<file path="src/rtl/mwo_pkg.sv">
// Shared types, widths and constants of the mecanum wheel odometry unit.
// Used by the serial multiplier, the serial divider and the top level.
package mwo_pkg;

    localparam int COUNT_WIDTH_DEF = 32;
    localparam int TRIG_BITS_DEF   = 16;

    localparam int CNT_FIELD_W = 32;
    localparam int SUM_W       = 35;
    localparam int GAIN_W      = 32;
    localparam int RATE_W      = 10;
    localparam int STEP_W      = 47;
    localparam int POSE_W      = 48;
    localparam int OUT_W       = 32;
    localparam int Q_W         = 31;
    localparam int VEL_P_W     = STEP_W + RATE_W;

    localparam int MUL_A_W = 48;
    localparam int MUL_B_W = 32;
    localparam int MUL_P_W = MUL_A_W + MUL_B_W;
    localparam int DIV_N_W = Q_W;
    localparam int DIV_D_W = 8;

    localparam logic [Q_W-1:0] Q30_ONE     = 31'h4000_0000;
    localparam logic [Q_W-1:0] HALF_PI_Q30 = 31'd1686629713;

    localparam logic [1:0] CFG_LINEAR_GAIN  = 2'd0;
    localparam logic [1:0] CFG_ANGULAR_GAIN = 2'd1;
    localparam logic [1:0] CFG_UPDATE_RATE  = 2'd2;

    typedef struct packed {
        logic               start;
        logic [MUL_A_W-1:0] a;
        logic [MUL_B_W-1:0] b;
    } t_mul_req;

    typedef struct packed {
        logic               start;
        logic [DIV_N_W-1:0] num;
        logic [DIV_D_W-1:0] den;
    } t_div_req;

    function automatic logic [DIV_D_W-1:0] sin_div(input logic [2:0] idx);
        logic [DIV_D_W-1:0] v;
        case (idx)
            3'd0:    v = 8'd110;
            3'd1:    v = 8'd72;
            3'd2:    v = 8'd42;
            3'd3:    v = 8'd20;
            default: v = 8'd6;
        endcase
        return v;
    endfunction

    function automatic logic [DIV_D_W-1:0] cos_div(input logic [2:0] idx);
        logic [DIV_D_W-1:0] v;
        case (idx)
            3'd0:    v = 8'd132;
            3'd1:    v = 8'd90;
            3'd2:    v = 8'd56;
            3'd3:    v = 8'd30;
            3'd4:    v = 8'd12;
            default: v = 8'd2;
        endcase
        return v;
    endfunction

endpackage

</file>
<file path="src/rtl/mwo_mul.sv">
// Bit-serial unsigned shift-add multiplier, one multiplier bit per cycle.
// Depends on mwo_pkg for the operand widths and the request struct.
module mwo_mul import mwo_pkg::*; (
    input  logic               i_clk,
    input  logic               i_rst_n,
    input  t_mul_req           i_req,
    output logic               o_done,
    output logic [MUL_P_W-1:0] o_product
);

    localparam int CNT_W = $clog2(MUL_B_W);
    localparam logic [CNT_W-1:0] CNT_LAST = CNT_W'(MUL_B_W - 1);

    logic               r_busy;
    logic               r_done;
    logic [CNT_W-1:0]   r_cnt;
    logic [MUL_A_W-1:0] r_a;
    logic [MUL_P_W-1:0] r_p;
    logic [MUL_A_W:0]   n_sum;

    always_comb begin
        n_sum = {1'b0, r_p[MUL_P_W-1 -: MUL_A_W]} + (r_p[0] ? {1'b0, r_a} : '0);
    end

    always_ff @(posedge i_clk) begin
        if (!i_rst_n) begin
            r_busy <= 1'b0;
            r_done <= 1'b0;
            r_cnt  <= '0;
        end else begin
            r_done <= 1'b0;
            if (i_req.start) begin
                r_busy <= 1'b1;
                r_cnt  <= '0;
                r_a    <= i_req.a;
                r_p    <= {{MUL_A_W{1'b0}}, i_req.b};
            end else if (r_busy) begin
                r_p   <= {n_sum, r_p[MUL_B_W-1:1]};
                r_cnt <= r_cnt + 1'b1;
                if (r_cnt == CNT_LAST) begin
                    r_busy <= 1'b0;
                    r_done <= 1'b1;
                end
            end
        end
    end

    assign o_done    = r_done;
    assign o_product = r_p;

endmodule

</file>
<file path="src/rtl/mwo_div.sv">
// Bit-serial restoring divider by a small divisor, one quotient bit per cycle.
// Depends on mwo_pkg for the operand widths and the request struct.
module mwo_div import mwo_pkg::*; (
    input  logic               i_clk,
    input  logic               i_rst_n,
    input  t_div_req           i_req,
    output logic               o_done,
    output logic [DIV_N_W-1:0] o_quot
);

    localparam int CNT_W = $clog2(DIV_N_W);
    localparam logic [CNT_W-1:0] CNT_LAST = CNT_W'(DIV_N_W - 1);

    logic               r_busy;
    logic               r_done;
    logic [CNT_W-1:0]   r_cnt;
    logic [DIV_N_W-1:0] r_w;
    logic [DIV_D_W-1:0] r_rem;
    logic [DIV_D_W-1:0] r_den;
    logic [DIV_D_W:0]   n_trial;
    logic [DIV_D_W:0]   n_diff;
    logic               n_ge;

    always_comb begin
        n_trial = {r_rem, r_w[DIV_N_W-1]};
        n_diff  = n_trial - {1'b0, r_den};
        n_ge    = (n_trial >= {1'b0, r_den});
    end

    always_ff @(posedge i_clk) begin
        if (!i_rst_n) begin
            r_busy <= 1'b0;
            r_done <= 1'b0;
            r_cnt  <= '0;
        end else begin
            r_done <= 1'b0;
            if (i_req.start) begin
                r_busy <= 1'b1;
                r_cnt  <= '0;
                r_w    <= i_req.num;
                r_den  <= i_req.den;
                r_rem  <= '0;
            end else if (r_busy) begin
                r_rem <= n_ge ? n_diff[DIV_D_W-1:0] : n_trial[DIV_D_W-1:0];
                r_w   <= {r_w[DIV_N_W-2:0], n_ge};
                r_cnt <= r_cnt + 1'b1;
                if (r_cnt == CNT_LAST) begin
                    r_busy <= 1'b0;
                    r_done <= 1'b1;
                end
            end
        end
    end

    assign o_done = r_done;
    assign o_quot = r_w;

endmodule

</file>
<file path="src/rtl/mecanum_wheel_odometry_unit.sv">
// Top level of the mecanum wheel odometry unit: sequencer, state and ports.
// Depends on mwo_pkg, mwo_mul and mwo_div.
//
// One input beat per odometry period carries four wheel tick counts in tdata
// and four reverse flags in tuser. The unit forms the wheel deltas, scales
// them by the gains, rotates the body step by the old heading with a Taylor
// series sin/cos, integrates pose and heading and returns one output beat
// with pose, heading and body velocities.
// The configuration channel is always ready; write it only while idle.
// All products and quotients run through one bit-serial multiplier and one
// bit-serial divider. One item takes 24 products and 11 quotients from input
// beat to output beat, plus four single steps. Items are taken one at a time:
// s_tready is high only while the sequencer is idle.
// The output beat sits in a register; a stalled receiver holds the finished
// result there, and the next result waits at the end of its computation
// until the register is free.
// Reset clears wheel snapshots, pose and heading, and loads the default gains
// (134929, 53687) and an update rate of 50.
module mecanum_wheel_odometry_unit import mwo_pkg::*; #(
    parameter int COUNT_WIDTH = COUNT_WIDTH_DEF,
    parameter int TRIG_BITS   = TRIG_BITS_DEF
) (
    input  logic         i_clk,
    input  logic         i_rst_n,
    input  logic         i_cfg_valid,
    output logic         o_cfg_ready,
    input  logic [1:0]   i_cfg_index,
    input  logic [31:0]  i_cfg_data,
    input  logic         i_s_tvalid,
    output logic         o_s_tready,
    // count_front_left, count_front_right, count_rear_left, count_rear_right
    input  logic [127:0] i_s_tdata,
    // reverse_front_left, reverse_front_right, reverse_rear_left, reverse_rear_right
    input  logic [3:0]   i_s_tuser,
    output logic         o_m_tvalid,
    input  logic         i_m_tready,
    // position_x, position_y, heading_turns, velocity_x, velocity_y, yaw_rate
    output logic [191:0] o_m_tdata
);

    localparam int RND_SH = 30 - TRIG_BITS;
    localparam int TV_W   = TRIG_BITS + 1;

    localparam logic [4:0] S_IDLE = 5'd0;
    localparam logic [4:0] S_SUM  = 5'd1;
    localparam logic [4:0] S_GX   = 5'd2;
    localparam logic [4:0] S_GY   = 5'd3;
    localparam logic [4:0] S_GW   = 5'd4;
    localparam logic [4:0] S_RED  = 5'd5;
    localparam logic [4:0] S_XM   = 5'd6;
    localparam logic [4:0] S_X2   = 5'd7;
    localparam logic [4:0] S_SM   = 5'd8;
    localparam logic [4:0] S_SD   = 5'd9;
    localparam logic [4:0] S_SN   = 5'd10;
    localparam logic [4:0] S_CM   = 5'd11;
    localparam logic [4:0] S_CD   = 5'd12;
    localparam logic [4:0] S_RND  = 5'd13;
    localparam logic [4:0] S_R1   = 5'd14;
    localparam logic [4:0] S_R2   = 5'd15;
    localparam logic [4:0] S_R3   = 5'd16;
    localparam logic [4:0] S_R4   = 5'd17;
    localparam logic [4:0] S_POSE = 5'd18;
    localparam logic [4:0] S_V1   = 5'd19;
    localparam logic [4:0] S_V2   = 5'd20;
    localparam logic [4:0] S_V3   = 5'd21;
    localparam logic [4:0] S_DONE = 5'd22;

    logic [4:0]             r_state;
    logic                   r_issued;
    logic [GAIN_W-1:0]      r_lin;
    logic [GAIN_W-1:0]      r_ang;
    logic [RATE_W-1:0]      r_rate;
    logic [COUNT_WIDTH-1:0] r_prev [4];
    logic [SUM_W-1:0]       r_d [4];
    logic [SUM_W-1:0]       r_sx, r_sy, r_sw;
    logic [STEP_W-1:0]      r_dx_mag, r_dy_mag, r_dw_mag;
    logic                   r_dx_neg, r_dy_neg, r_dw_neg;
    logic [31:0]            r_hdelta;
    logic [31:0]            r_head;
    logic [POSE_W-1:0]      r_px, r_py;
    logic [1:0]             r_quad;
    logic                   r_swap;
    logic [Q_W-1:0]         r_x, r_x2, r_t, r_q, r_sn;
    logic [2:0]             r_i;
    logic [TV_W-1:0]        r_s_mag, r_c_mag;
    logic                   r_s_neg, r_c_neg;
    logic [POSE_W:0]        r_p1, r_p2, r_p3, r_p4;
    logic [OUT_W-1:0]       r_vx, r_vy, r_vw;
    logic                   r_out_valid;
    logic [191:0]           r_out;

    logic                   s_acc;
    logic [COUNT_WIDTH-1:0] n_diff [4];
    logic [SUM_W-1:0]       n_d [4];
    logic [SUM_W-1:0]       n_sx, n_sy, n_sw;
    logic [SUM_W-1:0]       n_mx, n_my, n_mw;
    t_mul_req               mul_req;
    t_div_req               div_req;
    logic                   mul_on, div_on;
    logic                   mul_done, div_done;
    logic [MUL_P_W-1:0]     mul_p;
    logic [DIV_N_W-1:0]     div_q;
    logic [STEP_W-1:0]      n_clamp;
    logic [Q_W-1:0]         n_q30;
    logic [POSE_W-1:0]      n_tmag;
    logic [POSE_W:0]        n_tpos, n_tneg;
    logic [VEL_P_W:0]       n_vs;
    logic [VEL_P_W-16:0]    n_vsh;
    logic [OUT_W-1:0]       n_vsat;
    logic                   n_vneg;
    logic [29:0]            n_rr;
    logic                   n_swap;
    logic [31:0]            n_rs, n_rc;
    logic [TV_W-1:0]        n_a, n_b, n_pa, n_pb;
    logic [POSE_W+1:0]      n_sumx, n_sumy;
    logic [POSE_W-1:0]      n_satx, n_saty;

    assign s_acc       = i_s_tvalid & o_s_tready;
    assign o_s_tready  = (r_state == S_IDLE);
    assign o_cfg_ready = 1'b1;
    assign o_m_tvalid  = r_out_valid;
    assign o_m_tdata   = r_out;

    always_comb begin
        for (int k = 0; k < 4; k++) begin
            n_diff[k] = i_s_tdata[k*CNT_FIELD_W +: COUNT_WIDTH] - r_prev[k];
            n_d[k] = {{(SUM_W-COUNT_WIDTH){n_diff[k][COUNT_WIDTH-1]}}, n_diff[k]};
            if (i_s_tuser[k]) begin
                n_d[k] = -n_d[k];
            end
        end
        n_sx = r_d[0] + r_d[1] + r_d[2] + r_d[3];
        n_sy = r_d[1] + r_d[2] - r_d[0] - r_d[3];
        n_sw = r_d[1] + r_d[3] - r_d[0] - r_d[2];
        n_mx = r_sx[SUM_W-1] ? -r_sx : r_sx;
        n_my = r_sy[SUM_W-1] ? -r_sy : r_sy;
        n_mw = r_sw[SUM_W-1] ? -r_sw : r_sw;
    end

    always_comb begin
        mul_on      = 1'b0;
        mul_req.a   = '0;
        mul_req.b   = '0;
        unique case (r_state)
            S_GX: begin
                mul_on = 1'b1; mul_req.a = MUL_A_W'(n_mx); mul_req.b = r_lin;
            end
            S_GY: begin
                mul_on = 1'b1; mul_req.a = MUL_A_W'(n_my); mul_req.b = r_lin;
            end
            S_GW: begin
                mul_on = 1'b1; mul_req.a = MUL_A_W'(n_mw); mul_req.b = r_ang;
            end
            S_XM: begin
                mul_on = 1'b1; mul_req.a = MUL_A_W'(r_x); mul_req.b = MUL_B_W'(HALF_PI_Q30);
            end
            S_X2: begin
                mul_on = 1'b1; mul_req.a = MUL_A_W'(r_x); mul_req.b = MUL_B_W'(r_x);
            end
            S_SM, S_CM: begin
                mul_on = 1'b1; mul_req.a = MUL_A_W'(r_x2); mul_req.b = MUL_B_W'(r_t);
            end
            S_SN: begin
                mul_on = 1'b1; mul_req.a = MUL_A_W'(r_x); mul_req.b = MUL_B_W'(r_t);
            end
            S_R1: begin
                mul_on = 1'b1; mul_req.a = MUL_A_W'(r_dx_mag); mul_req.b = MUL_B_W'(r_c_mag);
            end
            S_R2: begin
                mul_on = 1'b1; mul_req.a = MUL_A_W'(r_dy_mag); mul_req.b = MUL_B_W'(r_s_mag);
            end
            S_R3: begin
                mul_on = 1'b1; mul_req.a = MUL_A_W'(r_dx_mag); mul_req.b = MUL_B_W'(r_s_mag);
            end
            S_R4: begin
                mul_on = 1'b1; mul_req.a = MUL_A_W'(r_dy_mag); mul_req.b = MUL_B_W'(r_c_mag);
            end
            S_V1: begin
                mul_on = 1'b1; mul_req.a = MUL_A_W'(r_dx_mag); mul_req.b = MUL_B_W'(r_rate);
            end
            S_V2: begin
                mul_on = 1'b1; mul_req.a = MUL_A_W'(r_dy_mag); mul_req.b = MUL_B_W'(r_rate);
            end
            S_V3: begin
                mul_on = 1'b1; mul_req.a = MUL_A_W'(r_dw_mag); mul_req.b = MUL_B_W'(r_rate);
            end
            default: begin
                mul_on = 1'b0;
            end
        endcase
        mul_req.start = mul_on & ~r_issued;
        div_on        = (r_state == S_SD) || (r_state == S_CD);
        div_req.start = div_on & ~r_issued;
        div_req.num   = r_q;
        div_req.den   = (r_state == S_SD) ? sin_div(r_i) : cos_div(r_i);
    end

    mwo_mul u_mul (
        .i_clk     (i_clk),
        .i_rst_n   (i_rst_n),
        .i_req     (mul_req),
        .o_done    (mul_done),
        .o_product (mul_p)
    );

    mwo_div u_div (
        .i_clk   (i_clk),
        .i_rst_n (i_rst_n),
        .i_req   (div_req),
        .o_done  (div_done),
        .o_quot  (div_q)
    );

    always_comb begin
        n_clamp = (|mul_p[MUL_P_W-1:STEP_W]) ? {STEP_W{1'b1}} : mul_p[STEP_W-1:0];
        n_q30   = mul_p[30 +: Q_W];
        n_tmag  = mul_p[TRIG_BITS +: POSE_W];
        n_tpos  = {1'b0, n_tmag};
        n_tneg  = -n_tpos;

        case (r_state)
            S_V1:    n_vneg = r_dx_neg;
            S_V2:    n_vneg = r_dy_neg;
            default: n_vneg = r_dw_neg;
        endcase
        n_vs  = n_vneg ? -{1'b0, mul_p[VEL_P_W-1:0]} : {1'b0, mul_p[VEL_P_W-1:0]};
        n_vsh = n_vs[VEL_P_W:16];
        if (n_vsh[VEL_P_W-16:OUT_W-1] == '0 || n_vsh[VEL_P_W-16:OUT_W-1] == '1) begin
            n_vsat = n_vsh[OUT_W-1:0];
        end else if (n_vsh[VEL_P_W-16]) begin
            n_vsat = {1'b1, {(OUT_W-1){1'b0}}};
        end else begin
            n_vsat = {1'b0, {(OUT_W-1){1'b1}}};
        end

        n_rr   = r_head[29:0];
        n_swap = (n_rr > 30'h2000_0000);

        n_rs = {1'b0, r_sn} + (32'd1 << (RND_SH - 1));
        n_rc = {1'b0, r_t} + (32'd1 << (RND_SH - 1));
        n_a  = n_rs[RND_SH +: TV_W];
        n_b  = n_rc[RND_SH +: TV_W];
        n_pa = r_swap ? n_b : n_a;
        n_pb = r_swap ? n_a : n_b;

        n_sumx = {{2{r_px[POSE_W-1]}}, r_px} + {r_p1[POSE_W], r_p1} - {r_p2[POSE_W], r_p2};
        n_sumy = {{2{r_py[POSE_W-1]}}, r_py} + {r_p3[POSE_W], r_p3} + {r_p4[POSE_W], r_p4};
        if (n_sumx[POSE_W+1:POSE_W-1] == '0 || n_sumx[POSE_W+1:POSE_W-1] == '1) begin
            n_satx = n_sumx[POSE_W-1:0];
        end else if (n_sumx[POSE_W+1]) begin
            n_satx = {1'b1, {(POSE_W-1){1'b0}}};
        end else begin
            n_satx = {1'b0, {(POSE_W-1){1'b1}}};
        end
        if (n_sumy[POSE_W+1:POSE_W-1] == '0 || n_sumy[POSE_W+1:POSE_W-1] == '1) begin
            n_saty = n_sumy[POSE_W-1:0];
        end else if (n_sumy[POSE_W+1]) begin
            n_saty = {1'b1, {(POSE_W-1){1'b0}}};
        end else begin
            n_saty = {1'b0, {(POSE_W-1){1'b1}}};
        end
    end

    always_ff @(posedge i_clk) begin
        if (!i_rst_n) begin
            r_lin <= GAIN_W'(134929);
            r_ang <= GAIN_W'(53687);
            r_rate <= RATE_W'(50);
        end else if (i_cfg_valid) begin
            unique case (i_cfg_index)
                CFG_LINEAR_GAIN:  r_lin  <= i_cfg_data;
                CFG_ANGULAR_GAIN: r_ang  <= i_cfg_data;
                CFG_UPDATE_RATE:  r_rate <= i_cfg_data[RATE_W-1:0];
                default: ;
            endcase
        end
    end

    always_ff @(posedge i_clk) begin
        if (!i_rst_n) begin
            r_state     <= S_IDLE;
            r_issued    <= 1'b0;
            r_out_valid <= 1'b0;
            r_head      <= '0;
            r_px        <= '0;
            r_py        <= '0;
            for (int k = 0; k < 4; k++) begin
                r_prev[k] <= '0;
            end
        end else begin
            if (mul_req.start || div_req.start) begin
                r_issued <= 1'b1;
            end
            if (mul_done || div_done) begin
                r_issued <= 1'b0;
            end
            if (r_state == S_DONE && (!r_out_valid || i_m_tready)) begin
                r_out_valid <= 1'b1;
            end else if (r_out_valid && i_m_tready) begin
                r_out_valid <= 1'b0;
            end
            unique case (r_state)
                S_IDLE: begin
                    if (s_acc) begin
                        for (int k = 0; k < 4; k++) begin
                            r_d[k]    <= n_d[k];
                            r_prev[k] <= i_s_tdata[k*CNT_FIELD_W +: COUNT_WIDTH];
                        end
                        r_state <= S_SUM;
                    end
                end
                S_SUM: begin
                    r_sx <= n_sx;
                    r_sy <= n_sy;
                    r_sw <= n_sw;
                    r_state <= S_GX;
                end
                S_GX: begin
                    if (mul_done) begin
                        r_dx_mag <= n_clamp; r_dx_neg <= r_sx[SUM_W-1]; r_state <= S_GY;
                    end
                end
                S_GY: begin
                    if (mul_done) begin
                        r_dy_mag <= n_clamp; r_dy_neg <= r_sy[SUM_W-1]; r_state <= S_GW;
                    end
                end
                S_GW: begin
                    if (mul_done) begin
                        r_dw_mag <= n_clamp;
                        r_dw_neg <= r_sw[SUM_W-1];
                        r_hdelta <= r_sw[SUM_W-1] ? -mul_p[31:0] : mul_p[31:0];
                        r_state  <= S_RED;
                    end
                end
                S_RED: begin
                    r_quad  <= r_head[31:30];
                    r_swap  <= n_swap;
                    r_x     <= n_swap ? (Q30_ONE - {1'b0, n_rr}) : {1'b0, n_rr};
                    r_state <= S_XM;
                end
                S_XM: begin
                    if (mul_done) begin
                        r_x <= n_q30; r_state <= S_X2;
                    end
                end
                S_X2: begin
                    if (mul_done) begin
                        r_x2 <= n_q30; r_t <= Q30_ONE; r_i <= '0; r_state <= S_SM;
                    end
                end
                S_SM: begin
                    if (mul_done) begin
                        r_q <= n_q30; r_state <= S_SD;
                    end
                end
                S_SD: begin
                    if (div_done) begin
                        r_t <= Q30_ONE - div_q;
                        if (r_i == 3'd4) begin
                            r_i <= '0; r_state <= S_SN;
                        end else begin
                            r_i <= r_i + 1'b1; r_state <= S_SM;
                        end
                    end
                end
                S_SN: begin
                    if (mul_done) begin
                        r_sn <= n_q30; r_t <= Q30_ONE; r_state <= S_CM;
                    end
                end
                S_CM: begin
                    if (mul_done) begin
                        r_q <= n_q30; r_state <= S_CD;
                    end
                end
                S_CD: begin
                    if (div_done) begin
                        r_t <= Q30_ONE - div_q;
                        if (r_i == 3'd5) begin
                            r_i <= '0; r_state <= S_RND;
                        end else begin
                            r_i <= r_i + 1'b1; r_state <= S_CM;
                        end
                    end
                end
                S_RND: begin
                    case (r_quad)
                        2'd0: begin
                            r_s_mag <= n_pa; r_s_neg <= 1'b0;
                            r_c_mag <= n_pb; r_c_neg <= 1'b0;
                        end
                        2'd1: begin
                            r_s_mag <= n_pb; r_s_neg <= 1'b0;
                            r_c_mag <= n_pa; r_c_neg <= 1'b1;
                        end
                        2'd2: begin
                            r_s_mag <= n_pa; r_s_neg <= 1'b1;
                            r_c_mag <= n_pb; r_c_neg <= 1'b1;
                        end
                        default: begin
                            r_s_mag <= n_pb; r_s_neg <= 1'b1;
                            r_c_mag <= n_pa; r_c_neg <= 1'b0;
                        end
                    endcase
                    r_state <= S_R1;
                end
                S_R1: begin
                    if (mul_done) begin
                        r_p1 <= (r_dx_neg ^ r_c_neg) ? n_tneg : n_tpos; r_state <= S_R2;
                    end
                end
                S_R2: begin
                    if (mul_done) begin
                        r_p2 <= (r_dy_neg ^ r_s_neg) ? n_tneg : n_tpos; r_state <= S_R3;
                    end
                end
                S_R3: begin
                    if (mul_done) begin
                        r_p3 <= (r_dx_neg ^ r_s_neg) ? n_tneg : n_tpos; r_state <= S_R4;
                    end
                end
                S_R4: begin
                    if (mul_done) begin
                        r_p4 <= (r_dy_neg ^ r_c_neg) ? n_tneg : n_tpos; r_state <= S_POSE;
                    end
                end
                S_POSE: begin
                    r_px    <= n_satx;
                    r_py    <= n_saty;
                    r_head  <= r_head + r_hdelta;
                    r_state <= S_V1;
                end
                S_V1: begin
                    if (mul_done) begin
                        r_vx <= n_vsat; r_state <= S_V2;
                    end
                end
                S_V2: begin
                    if (mul_done) begin
                        r_vy <= n_vsat; r_state <= S_V3;
                    end
                end
                S_V3: begin
                    if (mul_done) begin
                        r_vw <= n_vsat; r_state <= S_DONE;
                    end
                end
                S_DONE: begin
                    if (!r_out_valid || i_m_tready) begin
                        r_out <= {r_vw, r_vy, r_vx, r_head,
                                  r_py[POSE_W-1:16], r_px[POSE_W-1:16]};
                        r_state <= S_IDLE;
                    end
                end
                default: begin
                    r_state <= S_IDLE;
                end
            endcase
        end
    end

`ifndef ASSERT_OFF
    a_one_item: assert property (@(posedge i_clk) disable iff (!i_rst_n)
        s_acc |=> !o_s_tready)
        else $error("input accepted while an item is in flight");

    a_mul_issued: assert property (@(posedge i_clk) disable iff (!i_rst_n)
        (mul_done || div_done) |-> r_issued)
        else $error("arithmetic unit finished without a request");

    a_done_holds: assert property (@(posedge i_clk) disable iff (!i_rst_n)
        (r_state == S_DONE && r_out_valid && !i_m_tready) |=> (r_state == S_DONE))
        else $error("finished result overwrote a stalled output beat");

    a_no_double_issue: assert property (@(posedge i_clk) disable iff (!i_rst_n)
        !(mul_req.start && div_req.start))
        else $error("multiplier and divider started together");
`endif

endmodule

</file>
<file path="config.mk">
export PLATFORM = sky130hd
export DESIGN_NAME = mecanum_wheel_odometry_unit
export DESIGN_NICKNAME = d
export VERILOG_FILES = /design/src/rtl/mwo_pkg.sv /design/src/rtl/mwo_mul.sv /design/src/rtl/mwo_div.sv /design/src/rtl/mecanum_wheel_odometry_unit.sv
export SDC_FILE = /design/constraint.sdc
export NUM_CORES = 2
export LEC_CHECK = 0
export ABC_CLOCK_PERIOD_IN_PS = 20100
export BUFFER_PORTS_ARGS = -buffer_cell sky130_fd_sc_hd__clkbuf_2
export CORE_ASPECT_RATIO = 1.2
export CORE_MARGIN = 5
export CORE_UTILIZATION = 55
export DETAILED_ROUTE_END_ITERATION = 8
export PLACE_DENSITY = 0.76
export SETUP_SLACK_MARGIN = 0.5
export SKIP_CTS_REPAIR_TIMING = 1
export SKIP_LAST_GASP = 1
export SYNTH_ARGS = -nofsm -noshare
export SYNTH_HDL_FRONTEND = slang
export SYNTH_SLANG_ARGS = --single-unit
</file>
<file path="constraint.sdc">
create_clock -name i_clk -period 20.1 [get_ports i_clk]
set_input_delay 2.01 -clock i_clk [delete_from_list [all_inputs] [get_ports i_clk]]
set_output_delay 2.01 -clock i_clk [all_outputs]
set_load 0.1 [all_outputs]
</file>
==> out/summary.txt <==
synthesized-area fraction occupied by and/or/nand/nor cells - 12.7%
xor/xnor cell area share of the yosys netlist - 7.92%
actual transition at the worst max-transition pin - 1.43 ns
crit path capture type - flip-flop
Starting DRT DRC Count - 7,541
master cell of the clock root buffer - clkbuf_16
endpoint arrival time on the critical path - 6.70 ns
most frequent cells in the layout - 1,390 x edfxtp_1, 823 x inv_1, 739 x nand2_1, 617 x nor2_1, 536 x a21oi_1
worst slew margin relative to its limit - 4.19%
final antenna-violating net count - 0
setup skew after layout - 0.0688 ns
vias in the first global route - 71,400
summed area of non-filler cells in the final layout - 0.108 mm2
syn_nets - 10,100
commonest non-fill, non-tap cell in the layout - edfxtp_1
class of the most critical setup path - flip-flop to flip-flop
Final Max Tran Viols - 0
total detailed-routing wirelength - 298 mm
Post-synth EDFFs - 1,390
global-route usage over all layers - 31.3%
Port Buf Inserts - 364
overall power after layout - 0.0145 W
Die Outline Area - 0.187 mm2
initial core utilization - 55.3%
Critical Path RT - 20.65 ns
level count of the clock H-tree - 4
post-layout util - 61.0%
average size of a mapped cell - 10.6 um2
first drt pass iteration count - 9
Worst Setup Start Kind - flip-flop
Synth Area in Adders - 11.9%
cell area after placement - 0.102 mm2
number of hold-slack violations in the final timing report - 0
Remaining DRCs - 23
HPWL after detailed placement - 223 mm
via count - 72,800
crit share post-route - 30.6%
Clk Latency, worst-skew pair - 0.86 ns
pin count of the biggest net entering global routing - 110
# placed instances - 11,600
wire length of the first global-routing pass - 442 mm
number of standard cells after synthesis - 9,200
final global-route overflow total - 0
fraction of the mapped netlist area in compound gates - 14.7%
Synthesis Warnings - 0
violated checks - DRC
area share of the largest cell type after synthesis - 42.6%
power density cells - 135 mW/mm2
TritonCTS clock tree - done
drt wl/cell - 25.0 um
worst vdd rail ir drop - 0.0845 mV
initial antenna violation count - 19
cell area after technology mapping - 0.0979 mm2
Lkg Pwr - 42.2 nW
count of state elements after synthesis - 1,613
Worst-path clk slew - 0.06 ns
Maximum Capacitance Violations - 0
Core ar. - 0.177 mm2
num rows - 169
top area cells in the synthesized netlist - edfxtp_1 43%, fa_1 6.3%, ha_1 5.6%
net count reported at finish - 10,400
critical path peak fanout - 33
ratio of cells with drive above 1 in the final layout - 10.8%
horizontal die dimension - 395 um
worst min-delay path category - flip-flop to flip-flop
unrepaired setup endpoints after global routing - false
sequential fraction of the synthesis area - 47.2%
final std cells w/o fill - 11,900
number of top-level pins - 366
final weighted congestion in routability-driven placement - 1.02
die span in y - 472 um
Area Growth Syn to Fin - 10.3%
post-synthesis mux area share - 0.892%
post-route setup TNS - 0 ns
via density per instance - 6.10
status - complete, but fails checks
async set or reset register ratio after synthesis - 0%
top flip-flop cell by instance count after synthesis - edfxtp_1
number of library cell types mapped by synthesis - 97
final number of setup-violating endpoints - 0
fmax - 163 MHz
clock tree sinks - 1,613
min cycle time layout - 6.15 ns
combinational family with the most area after synthesis - compound AO/OA/AOI/OAI gates
maximum clock path buffer count - 3
TritonCTS Buffers - 163
cell accounting for the most synthesized area - edfxtp_1
path summary, 6_finish.rpt:
path	startpoint	depth (start not counted)	slack, ns	end
max	u_mul.o_product[29]$_DFFE_PP_	12	13.95	r_vw[9]$_DFFE_PP_
min	r_vy[28]$_DFFE_PP_	0	0.42	o_m_tdata[156]$_DFFE_PP_
max reg2reg	u_mul.o_product[29]$_DFFE_PP_	12	13.95	r_vw[9]$_DFFE_PP_
min reg2reg	r_vy[28]$_DFFE_PP_	0	0.42	o_m_tdata[156]$_DFFE_PP_
metal layers:
layer  GRT usage, %  wire (um)  vias up
li1               -          -    33500
met1           36.3     106000    35000
met2           52.4     142000     3339
met3           5.50      23800      929
met4           23.1      26700       10
met5              0         66        -
final cells by class:
| class | count | area [um2] |
|---|---|---|
| Inverter | 828 | 3110 |
| Antenna cell | 11 | 27.5 |
| Fill cell | 14300 | 69000 |
| Timing Repair Buffer | 492 | 2790 |
| Sequential cell | 1613 | 46200 |
| Tap cell | 2308 | 2890 |
| Multi-Input combinational cell | 6376 | 47400 |
| Clock buffer | 204 | 4350 |
| Clock inverter | 100 | 1130 |
power breakdown:
group          switching [W]  total, W  internal (W)
clock network        0.00139   0.00308       0.00169
logic                0.00412   0.00671       0.00259
registers           0.000335   0.00476       0.00443
registers in the layout, indices dropped and copies added, names as in the netlist, 35 cells and up:
signal	count
r_dw_mag	47
r_py	48
u_mul.o_product	80
r_px	48
r_dy_mag	47
r_sy	35
u_mul.r_a	47
r_p2	49
r_sx	35
r_d	140
o_m_tdata	192
r_p1	49
r_p4	49
r_prev	128
r_sw	35
r_dx_mag	47
r_p3	49
cell families after synthesis:
logic type                 count (synthesis)
and+or+nand+nor                         2545
other                                      1
DFF                                     1613
buffers and inverters                   1211
adders and majority gates                746
AOI/OAI and AO/OA                       2116
xor gates and xnor gates                 885
muxes                                     83
through the flow:
| stage | setup slack (ns) | hold slack [ns] |
|---|---|---|
| floorplan | 2.79 | 0.400 |
| global placement | 13.69 | 0.401 |
| detailed placement | 13.65 | 0.405 |
| CTS | 14.26 | 0.400 |
| global route | 13.86 | 0.405 |
| finish | 13.95 | 0.418 |
cell usage after synthesis, types with 185 or more instances:
master,instances
o21ai_0,415
edfxtp_1,1390
ha_1,436
fa_1,310
xor2_1,391
and2_1,216
nand2_1,740
nand3_1,185
dfxtp_1,223
a21oi_1,538
nor2_1,632
clkbuf_1,347
a21o_1,239
xnor2_1,494
inv_1,823
critical path, stage by stage (launching register included):
cell,delay [ns]
edfxtp_1,0.36
buf_4,0.26
nor4_1,1.17
nand2_1,0.59
or3_1,0.63
nor4b_4,0.47
xnor2_1,0.19
nand3b_1,0.13
o31a_1,0.20
o31ai_4,0.08
buf_4,0.31
nor2_4,1.00
o22ai_1,0.31
(Power assumes the default switching activity.)
